[src/design/pat_pkg.sv]
// shared types, constants and lookup functions for the packet airtime calculator
// no dependencies; used by pat_symbols and packet_airtime_calc
package pat_pkg;

  localparam int SfW    = 4;
  localparam int CodeW  = 4;
  localparam int LenW   = 16;
  localparam int TimeW  = 27;
  localparam int SumW   = 18;
  localparam int NumW   = 17;
  localparam int DivW   = 4;
  localparam int RecW   = 18;
  localparam int RecShr = 20;
  localparam int ProdW  = NumW + RecW;
  localparam int BlkW   = 15;
  localparam int RemW   = 5;
  localparam int TW     = 19;
  localparam int MulW   = 3;
  localparam int ShrW   = 3;
  localparam int TaW    = TW + MulW;
  localparam int YW     = 32;
  localparam int Rec2W  = 29;
  localparam int Prod2W = YW + Rec2W;
  localparam int Q2W    = 29;
  localparam int DvW    = 7;
  localparam int Rem2W  = 8;

  localparam logic [SfW-1:0]   SF_MIN   = 4'd7;
  localparam logic [SfW-1:0]   SF_MAX   = 4'd12;
  localparam logic [CodeW-1:0] CODE_MAX = 4'd9;

  // odd part of the scaled bandwidth divisor
  typedef enum logic [1:0] {
    DIV_13,
    DIV_39,
    DIV_125
  } dsel_t;

  typedef struct packed {
    logic             v;
    logic             ok;
    logic [SfW-1:0]   sf;
    logic [CodeW-1:0] code;
  } tag_t;

  // time = floor(t * mul * 2^(sf - shr) / div)
  typedef struct packed {
    logic [MulW-1:0] mul;
    logic [ShrW-1:0] shr;
    dsel_t           dsel;
  } bw_cfg_t;

  // floor(2^20 / d) for symbol block divisor d = sf - 2
  function automatic logic [RecW-1:0] sym_recip(input logic [DivW-1:0] d);
    logic [RecW-1:0] m;
    case (d)
      4'd5:    m = 18'd209715;
      4'd6:    m = 18'd174762;
      4'd7:    m = 18'd149796;
      4'd8:    m = 18'd131072;
      4'd9:    m = 18'd116508;
      4'd10:   m = 18'd104857;
      default: m = 18'd209715;
    endcase
    return m;
  endfunction

  // 500 / bw_hz reduced: 7800 -> 5/78, 31250 -> 2/125, 62500 -> 1/125, ...
  function automatic bw_cfg_t bw_cfg(input logic [CodeW-1:0] code);
    bw_cfg_t c;
    case (code)
      4'd0:    c = '{mul: 3'd5, shr: 3'd1, dsel: DIV_39};
      4'd1:    c = '{mul: 3'd5, shr: 3'd3, dsel: DIV_13};
      4'd2:    c = '{mul: 3'd5, shr: 3'd2, dsel: DIV_39};
      4'd3:    c = '{mul: 3'd5, shr: 3'd4, dsel: DIV_13};
      4'd4:    c = '{mul: 3'd2, shr: 3'd0, dsel: DIV_125};
      4'd5:    c = '{mul: 3'd5, shr: 3'd5, dsel: DIV_13};
      4'd6:    c = '{mul: 3'd1, shr: 3'd0, dsel: DIV_125};
      4'd7:    c = '{mul: 3'd1, shr: 3'd1, dsel: DIV_125};
      4'd8:    c = '{mul: 3'd1, shr: 3'd2, dsel: DIV_125};
      4'd9:    c = '{mul: 3'd1, shr: 3'd3, dsel: DIV_125};
      default: c = '{mul: 3'd1, shr: 3'd0, dsel: DIV_125};
    endcase
    return c;
  endfunction

  function automatic logic [DvW-1:0] div_value(input dsel_t s);
    logic [DvW-1:0] v;
    case (s)
      DIV_13:  v = 7'd13;
      DIV_39:  v = 7'd39;
      DIV_125: v = 7'd125;
      default: v = 7'd125;
    endcase
    return v;
  endfunction

  // floor(2^32 / div)
  function automatic logic [Rec2W-1:0] div_recip(input dsel_t s);
    logic [Rec2W-1:0] m;
    case (s)
      DIV_13:  m = 29'd330382099;
      DIV_39:  m = 29'd110127366;
      DIV_125: m = 29'd34359738;
      default: m = 29'd34359738;
    endcase
    return m;
  endfunction

endpackage

[src/design/pat_symbols.sv]
// four-stage front end: payload symbol count and the time numerator 2*symbols+25
// depends on pat_pkg
module pat_symbols (
  input  logic                       clk,
  input  logic                       rst_n,
  input  logic                       en,
  input  logic                       in_valid,
  input  logic [pat_pkg::SfW-1:0]    in_sf,
  input  logic [pat_pkg::CodeW-1:0]  in_code,
  input  logic [pat_pkg::LenW-1:0]   in_len,
  output pat_pkg::tag_t              tag_o,
  output logic [pat_pkg::TW-1:0]     t_o
);

  pat_pkg::tag_t s1_tag_r, s2_tag_r, s3_tag_r, s4_tag_r;
  pat_pkg::tag_t s1_tag_nxt;

  logic [pat_pkg::NumW-1:0]  s1_n_r, s2_n_r;
  logic [pat_pkg::DivW-1:0]  s1_d_r, s2_d_r, s3_d_r;
  logic [pat_pkg::ProdW-1:0] s2_prod_r;
  logic [pat_pkg::BlkW-1:0]  s3_q_r;
  logic [pat_pkg::RemW-1:0]  s3_rem_r;
  logic [pat_pkg::TW-1:0]    s4_t_r;

  logic [pat_pkg::SumW-1:0]  sum;
  logic [pat_pkg::SumW-1:0]  sf_ext;
  logic [pat_pkg::NumW-1:0]  s1_n_nxt;
  logic [pat_pkg::DivW-1:0]  s1_d_nxt;
  logic [pat_pkg::ProdW-1:0] s2_prod_nxt;
  logic [pat_pkg::BlkW-1:0]  s3_q_nxt;
  logic [pat_pkg::NumW-1:0]  s3_qd;
  logic [pat_pkg::NumW-1:0]  s3_diff;
  logic [pat_pkg::RemW-1:0]  s3_rem_nxt;
  logic [pat_pkg::RemW-1:0]  rem_adj;
  logic [pat_pkg::BlkW-1:0]  q_adj;
  logic [pat_pkg::BlkW-1:0]  blocks;
  logic [pat_pkg::TW-1:0]    s4_t_nxt;

  // stage 1: blocks dividend (2*len + 6 - sf), clamped at zero
  always_comb begin
    sum    = {1'b0, in_len, 1'b0} + 18'd6;
    sf_ext = {{(pat_pkg::SumW - pat_pkg::SfW){1'b0}}, in_sf};
    if (sum > sf_ext) begin
      s1_n_nxt = pat_pkg::NumW'(sum - sf_ext);
    end else begin
      s1_n_nxt = '0;
    end
    s1_d_nxt        = in_sf - 4'd2;
    s1_tag_nxt.v    = in_valid;
    s1_tag_nxt.ok   = (in_code <= pat_pkg::CODE_MAX) && (in_sf >= pat_pkg::SF_MIN) &&
                      (in_sf <= pat_pkg::SF_MAX);
    s1_tag_nxt.sf   = in_sf;
    s1_tag_nxt.code = in_code;
  end

  // stage 2: reciprocal multiply
  assign s2_prod_nxt = pat_pkg::ProdW'(s1_n_r) * pat_pkg::ProdW'(pat_pkg::sym_recip(s1_d_r));

  // stage 3: estimate is low by at most one
  always_comb begin
    s3_q_nxt   = s2_prod_r[pat_pkg::RecShr +: pat_pkg::BlkW];
    s3_qd      = pat_pkg::NumW'(s3_q_nxt) * pat_pkg::NumW'(s2_d_r);
    s3_diff    = s2_n_r - s3_qd;
    s3_rem_nxt = s3_diff[pat_pkg::RemW-1:0];
  end

  // stage 4: correct, round up, t = 2*(5*blocks + 8) + 25
  always_comb begin
    if (s3_rem_r >= {1'b0, s3_d_r}) begin
      rem_adj = s3_rem_r - {1'b0, s3_d_r};
      q_adj   = s3_q_r + 15'd1;
    end else begin
      rem_adj = s3_rem_r;
      q_adj   = s3_q_r;
    end
    blocks   = q_adj + {14'd0, (rem_adj != '0)};
    s4_t_nxt = pat_pkg::TW'(blocks) * 19'd10 + 19'd41;
  end

  always_ff @(posedge clk) begin
    if (!rst_n) begin
      s1_tag_r.v <= 1'b0;
      s2_tag_r.v <= 1'b0;
      s3_tag_r.v <= 1'b0;
      s4_tag_r.v <= 1'b0;
    end else if (en) begin
      s1_tag_r <= s1_tag_nxt;
      s2_tag_r <= s1_tag_r;
      s3_tag_r <= s2_tag_r;
      s4_tag_r <= s3_tag_r;
    end
  end

  always_ff @(posedge clk) begin
    if (en) begin
      s1_n_r    <= s1_n_nxt;
      s1_d_r    <= s1_d_nxt;
      s2_n_r    <= s1_n_r;
      s2_d_r    <= s1_d_r;
      s2_prod_r <= s2_prod_nxt;
      s3_d_r    <= s2_d_r;
      s3_q_r    <= s3_q_nxt;
      s3_rem_r  <= s3_rem_nxt;
      s4_t_r    <= s4_t_nxt;
    end
  end

  assign tag_o = s4_tag_r;
  assign t_o   = s4_t_r;

endmodule

[src/design/packet_airtime_calc.sv]
// top level of the packet airtime calculator: symbol front end plus time scaling
// depends on pat_pkg and pat_symbols
//
// usage: one request on the in_ channel (spreading factor, bandwidth code,
// payload length in bytes) gives exactly one result on the out_ channel:
// on-air time in whole milliseconds and a legality flag. an illegal
// spreading factor (outside 7..12) or bandwidth code (above 9) returns
// valid_res low with a time of 0; a legal request never reports less than 1 ms.
// the datapath is an 8-stage pipeline (two reciprocal multiplies, each
// followed by a compare-and-correct stage), the last stage being the output
// register; one request is taken every cycle while the pipeline is not stalled.
// all stages advance together on one enable; in_ready is low only while a
// result sits in the output register and out_ready is low, so a stall
// freezes the whole pipeline and nothing is lost or repeated.
// a synchronous reset (rst_n low) clears all stage valid bits; no clearing
// pass, the block takes requests in the first cycle after reset.
module packet_airtime_calc (
  input  logic                        clk,
  input  logic                        rst_n,
  input  logic                        in_valid,
  output logic                        in_ready,
  input  logic [pat_pkg::SfW-1:0]     in_spread_factor,
  input  logic [pat_pkg::CodeW-1:0]   in_bandwidth_code,
  input  logic [pat_pkg::LenW-1:0]    in_payload_length,
  output logic                        out_valid,
  input  logic                        out_ready,
  output logic [pat_pkg::TimeW-1:0]   out_air_time_ms,
  output logic                        out_valid_res
);

  logic en;

  pat_pkg::tag_t           sym_tag;
  logic [pat_pkg::TW-1:0]  sym_t;

  pat_pkg::tag_t s5_tag_r, s6_tag_r, s7_tag_r, out_tag_r;

  logic [pat_pkg::YW-1:0]     s5_y_r, s6_y_r;
  pat_pkg::dsel_t             s5_dsel_r, s6_dsel_r, s7_dsel_r;
  logic [pat_pkg::Prod2W-1:0] s6_prod_r;
  logic [pat_pkg::Q2W-1:0]    s7_q_r;
  logic [pat_pkg::Rem2W-1:0]  s7_rem_r;
  logic [pat_pkg::TimeW-1:0]  out_time_r;

  pat_pkg::bw_cfg_t           cfg;
  logic [pat_pkg::SfW-1:0]    sh;
  logic [pat_pkg::TaW-1:0]    ta;
  logic [pat_pkg::YW-1:0]     s5_y_nxt;
  logic [pat_pkg::Prod2W-1:0] s6_prod_nxt;
  logic [pat_pkg::Q2W-1:0]    s7_q_nxt;
  logic [pat_pkg::YW-1:0]     s7_qd;
  logic [pat_pkg::YW-1:0]     s7_diff;
  logic [pat_pkg::Q2W-1:0]    q_fin;
  logic [pat_pkg::TimeW-1:0]  out_time_nxt;

  assign en       = !out_tag_r.v || out_ready;
  assign in_ready = en;

  pat_symbols u_symbols (
    .clk     (clk),
    .rst_n   (rst_n),
    .en      (en),
    .in_valid(in_valid),
    .in_sf   (in_spread_factor),
    .in_code (in_bandwidth_code),
    .in_len  (in_payload_length),
    .tag_o   (sym_tag),
    .t_o     (sym_t)
  );

  // stage 5: y = t * mul * 2^(sf - shr), below 2^32 for all legal inputs
  always_comb begin
    cfg      = pat_pkg::bw_cfg(sym_tag.code);
    sh       = sym_tag.sf - {1'b0, cfg.shr};
    ta       = pat_pkg::TaW'(sym_t) * pat_pkg::TaW'(cfg.mul);
    s5_y_nxt = pat_pkg::YW'({{(pat_pkg::YW - pat_pkg::TaW){1'b0}}, ta} << sh);
  end

  // stage 6: reciprocal multiply by the odd divisor
  assign s6_prod_nxt = pat_pkg::Prod2W'(s5_y_r) *
                       pat_pkg::Prod2W'(pat_pkg::div_recip(s5_dsel_r));

  // stage 7: quotient estimate and remainder, remainder below twice the divisor
  always_comb begin
    s7_q_nxt = s6_prod_r[pat_pkg::Prod2W-1 -: pat_pkg::Q2W];
    s7_qd    = pat_pkg::YW'(s7_q_nxt) * pat_pkg::YW'(pat_pkg::div_value(s6_dsel_r));
    s7_diff  = s6_y_r - s7_qd;
  end

  // stage 8: final correction, 1 ms floor, illegal requests forced to zero
  always_comb begin
    if (s7_rem_r >= {1'b0, pat_pkg::div_value(s7_dsel_r)}) begin
      q_fin = s7_q_r + 29'd1;
    end else begin
      q_fin = s7_q_r;
    end
    if (!s7_tag_r.ok) begin
      out_time_nxt = '0;
    end else if (q_fin == '0) begin
      out_time_nxt = 27'd1;
    end else begin
      out_time_nxt = q_fin[pat_pkg::TimeW-1:0];
    end
  end

  always_ff @(posedge clk) begin
    if (!rst_n) begin
      s5_tag_r.v  <= 1'b0;
      s6_tag_r.v  <= 1'b0;
      s7_tag_r.v  <= 1'b0;
      out_tag_r.v <= 1'b0;
    end else if (en) begin
      s5_tag_r  <= sym_tag;
      s6_tag_r  <= s5_tag_r;
      s7_tag_r  <= s6_tag_r;
      out_tag_r <= s7_tag_r;
    end
  end

  always_ff @(posedge clk) begin
    if (en) begin
      s5_y_r     <= s5_y_nxt;
      s5_dsel_r  <= cfg.dsel;
      s6_y_r     <= s5_y_r;
      s6_dsel_r  <= s5_dsel_r;
      s6_prod_r  <= s6_prod_nxt;
      s7_dsel_r  <= s6_dsel_r;
      s7_q_r     <= s7_q_nxt;
      s7_rem_r   <= s7_diff[pat_pkg::Rem2W-1:0];
      out_time_r <= out_time_nxt;
    end
  end

  assign out_valid       = out_tag_r.v;
  assign out_valid_res   = out_tag_r.ok;
  assign out_air_time_ms = out_time_r;

`ifndef SYNTH
  // reciprocal estimate is never more than one low
  a_rem_bound: assert property (@(posedge clk) disable iff (!rst_n)
    (s7_tag_r.v && s7_tag_r.ok) |->
      ({1'b0, s7_rem_r} < {1'b0, pat_pkg::div_value(s7_dsel_r), 1'b0}))
    else $error("time remainder out of range");

  a_legal_nonzero: assert property (@(posedge clk) disable iff (!rst_n)
    (out_valid && out_valid_res) |-> (out_air_time_ms != '0))
    else $error("legal request gave zero time");

  a_illegal_zero: assert property (@(posedge clk) disable iff (!rst_n)
    (out_valid && !out_valid_res) |-> (out_air_time_ms == '0))
    else $error("illegal request gave nonzero time");
`endif

endmodule
[config.mk]
export PLATFORM = sky130hd
export DESIGN_NAME = packet_airtime_calc
export DESIGN_NICKNAME = d
export VERILOG_FILES = /design/src/design/pat_pkg.sv /design/src/design/pat_symbols.sv /design/src/design/packet_airtime_calc.sv
export SDC_FILE = /design/constraint.sdc
export NUM_CORES = 2
export LEC_CHECK = 0
export BUFFER_PORTS_ARGS = -buffer_cell sky130_fd_sc_hd__buf_2
export CAP_MARGIN = 10
export CELL_PAD_IN_SITES_DETAIL_PLACEMENT = 0
export CELL_PAD_IN_SITES_GLOBAL_PLACEMENT = 1
export CORE_ASPECT_RATIO = 1.1
export CORE_MARGIN = 8
export CORE_UTILIZATION = 50
export DETAILED_ROUTE_END_ITERATION = 8
export PLACE_DENSITY = 0.82
export SETUP_SLACK_MARGIN = 0.5
export SYNTH_ARGS = -nofsm -noshare
export SYNTH_HDL_FRONTEND = slang
export SYNTH_SLANG_ARGS = --single-unit
[constraint.sdc]
create_clock -name clk -period 19 [get_ports clk]
set_input_delay 3.8 -clock clk [delete_from_list [all_inputs] [get_ports clk]]
set_output_delay 3.8 -clock clk [all_outputs]
set_load 0.02 [all_outputs]
==> metrics.csv <==
metric,value,unit
status,completed,
WL/cell,19.5,µm
initial DRC count,2248,
fin cells,6253,
placed insts,6192,
Slew HR,28.2,%
Synth top area share,35.3,%
post-route cell area,51800,µm²
slowest cell on the critical path,fa_1,
initial core utilization,50.3,%
CP Buf/Inv Count,10,
Worst EP arrival,9.48,ns
Worst-Skew Late Latency,0.55,ns
CTS root buffer,clkbuf_16,
max cap viols,0,
Sequential Area,8310,µm²
CTS buffer count,34,
post-route clock skew,0.0220,ns
Yosys cell types,90,
"Core Util, Final",53.3,%
drt drc,0,
Clock transition at path regs,0.07,ns
pin count of the biggest net entering global routing,83,
CTS tree,yes,
crit-path max FO,41,
First-pass DRT Iterations,8,
area growth from synthesis to layout,6.08,%
mean number of vias per cell,5.25,
GRT Resource Usage Total,23.2,%
Die Ht,344,µm
Tightest Pin Transition,1.08,ns
"Remaining Overflow, GRT",0,
WL final,122000,µm
die width,314,µm
ANT nets after route,0,
Fmax,110,MHz
"count leader, synth",inv_1,
Port Buffer Count,57,
Cells after Synth,4916,
R2R setup slack,9.90,ns
FP Rows,120,
Core Box Area,97100,µm²
Tightest Hold Check Type,flip-flop to flip-flop,
first-pass GRT wire length,196000,µm
syn avg cell area,9.94,µm²
ys flop type,edfxtp_1,
RSZ-0062 raised after global routing,no,
Crit path largest cell delay,0.56,ns
I/O Pins,58,
Final Cycle Share,47.9,%
number of flops mapped to enable cells by yosys,266,
fin nets,6476,
Period minus WS final,9.10,ns
Setup CP Type,flip-flop to flip-flop,
clock tree sinks,282,
sum of negative setup slack,0,ns
final max-slew violation count,0,
register area share after synthesis,17.0,%
layout cell share with drive strength beyond 1,4.47,%
Top delay family on crit path,adder cells,
H-tree levels,2,
fillers,8781,
CP Capture Type,flip-flop,
Worst setup SP type,flip-flop,
Final Hold Vio Count,0,
cell taking the most area after synthesis,fa_1,
"Hold-fix buffers, CTS",0,
Post-DP HPWL,105000,µm
PostCTS Resize Cnt,0,
clock buffer depth,3,
Synth area leaders,"fa_1 (35%), ha_1 (16%), edfxtp_1 (16%), inv_1 (11%), nand2_1 (2.8%)",
Worst path most repeated cell,fa_1,
Final Setup Violations,0,
Ys Warns,0,
Post-synth top cells,"inv_1 (1381), fa_1 (862), ha_1 (639)",
area of the multi-input gates,35000,µm²
Worst EP required,19.38,ns
net count after synthesis,6445,
post-synthesis register bit count,282,
Post-CTS Setup Repair Bufs,0,
initial antenna violation count,0,
Placer Congestion,0.983,
Async SR Flop Fraction,0,%
Die Area,108000,µm²
routed via count,32800,
Post-DP Area,50700,µm²
ANT cells,0,
Syn Std Cell Area,48800,µm²
number of global-route vias before repair,35100,
metal layers:
metal	GRT usage, %	part of all wire [%]	vias to the layer above
met3	3.65	6.4	191
met1	30.0	41	16400
met5	0	0	-
li1	-	-	15300
met2	40.3	50	968
met4	6.26	3.0	0
final timing paths:
check,startpoint,end,cells past startpoint
max reg2reg,s5_dsel_r[1],s6_prod_r[54],31
min reg2reg,u_symbols.s2_tag_r[1],u_symbols.s3_tag_r[1],0
max,s5_dsel_r[1],s6_prod_r[54],31
min,u_symbols.s2_tag_r[1],u_symbols.s3_tag_r[1],0
cells in the final DEF, fill, tap and decap left out, types with 43 or more instances in the layout:
master and n:
xor2_1 64, nor3_1 43, buf_2 57, nand2_1 364, fa_1 862, nand3_1 48
inv_1 1380, xnor2_1 118, and2_1 115, ha_1 639, nor2_1 209, nand2b_1 48
o21ai_0 102, mux2i_1 48, edfxtp_1 266, a21oi_1 110
worst reg2reg max path, delay by kind of cell (launching register included):
kind,cells,cell delay [ns]
fa+ha+maj,9,4.30
compound gates,7,1.99
buf+inv,10,1.55
simple gates,5,0.76
flops,1,0.32
state kept, by name, indices dropped and copies added (netlist names), 5 cells and up:
signal               count
u_symbols.t_o           18
u_symbols.s2_prod_r     15
u_symbols.s2_tag_r      10
s6_prod_r               29
u_symbols.s1_n_r        17
u_symbols.s3_q_r        15
s7_q_r                  29
out_air_time_ms         27
u_symbols.s3_rem_r       5
u_symbols.s1_tag_r      10
s6_y_r                   8
u_symbols.s2_n_r         5
cfg                      8
u_symbols.s3_tag_r      10
s5_y_r                  32
s7_rem_r                 8
u_symbols.tag_o         10
per-stage QoR:
stage          setup slack (ns)  hold WS, ns
6_report                   9.90        0.417
5_1_grt                    9.44        0.421
4_1_cts                    9.87        0.415
3_5_place_dp               9.91        0.405
3_3_place_gp               9.91        0.401
2_1_floorplan              6.68        0.386
layout make-up:
class,count,share of cell area (%)
clock buffer,39,1.78
clock inverter,22,0.435
inverter,1383,10.0
multi-input combinational,3157,67.6
sequential,282,16.0
tap,1281,3.09
timing repair buffer,89,1.01
cell families (layout without fill, tap and decap cells):
group,after synthesis,after routing,synth area share (%)
AND/OR/NAND/NOR,996,996,9.80
buffers and inverters,1477,1533,11.4
adder cells (fa/ha/maj),1501,1501,51.7
AO/OA/AOI/OAI,411,411,5.36
multiplexers,63,63,1.37
XOR/XNOR,186,186,3.35
flip-flops,282,282,17.0
Power is not shown: default switching activity piles up to over one toggle a cycle in this logic, so the estimate is an artifact.
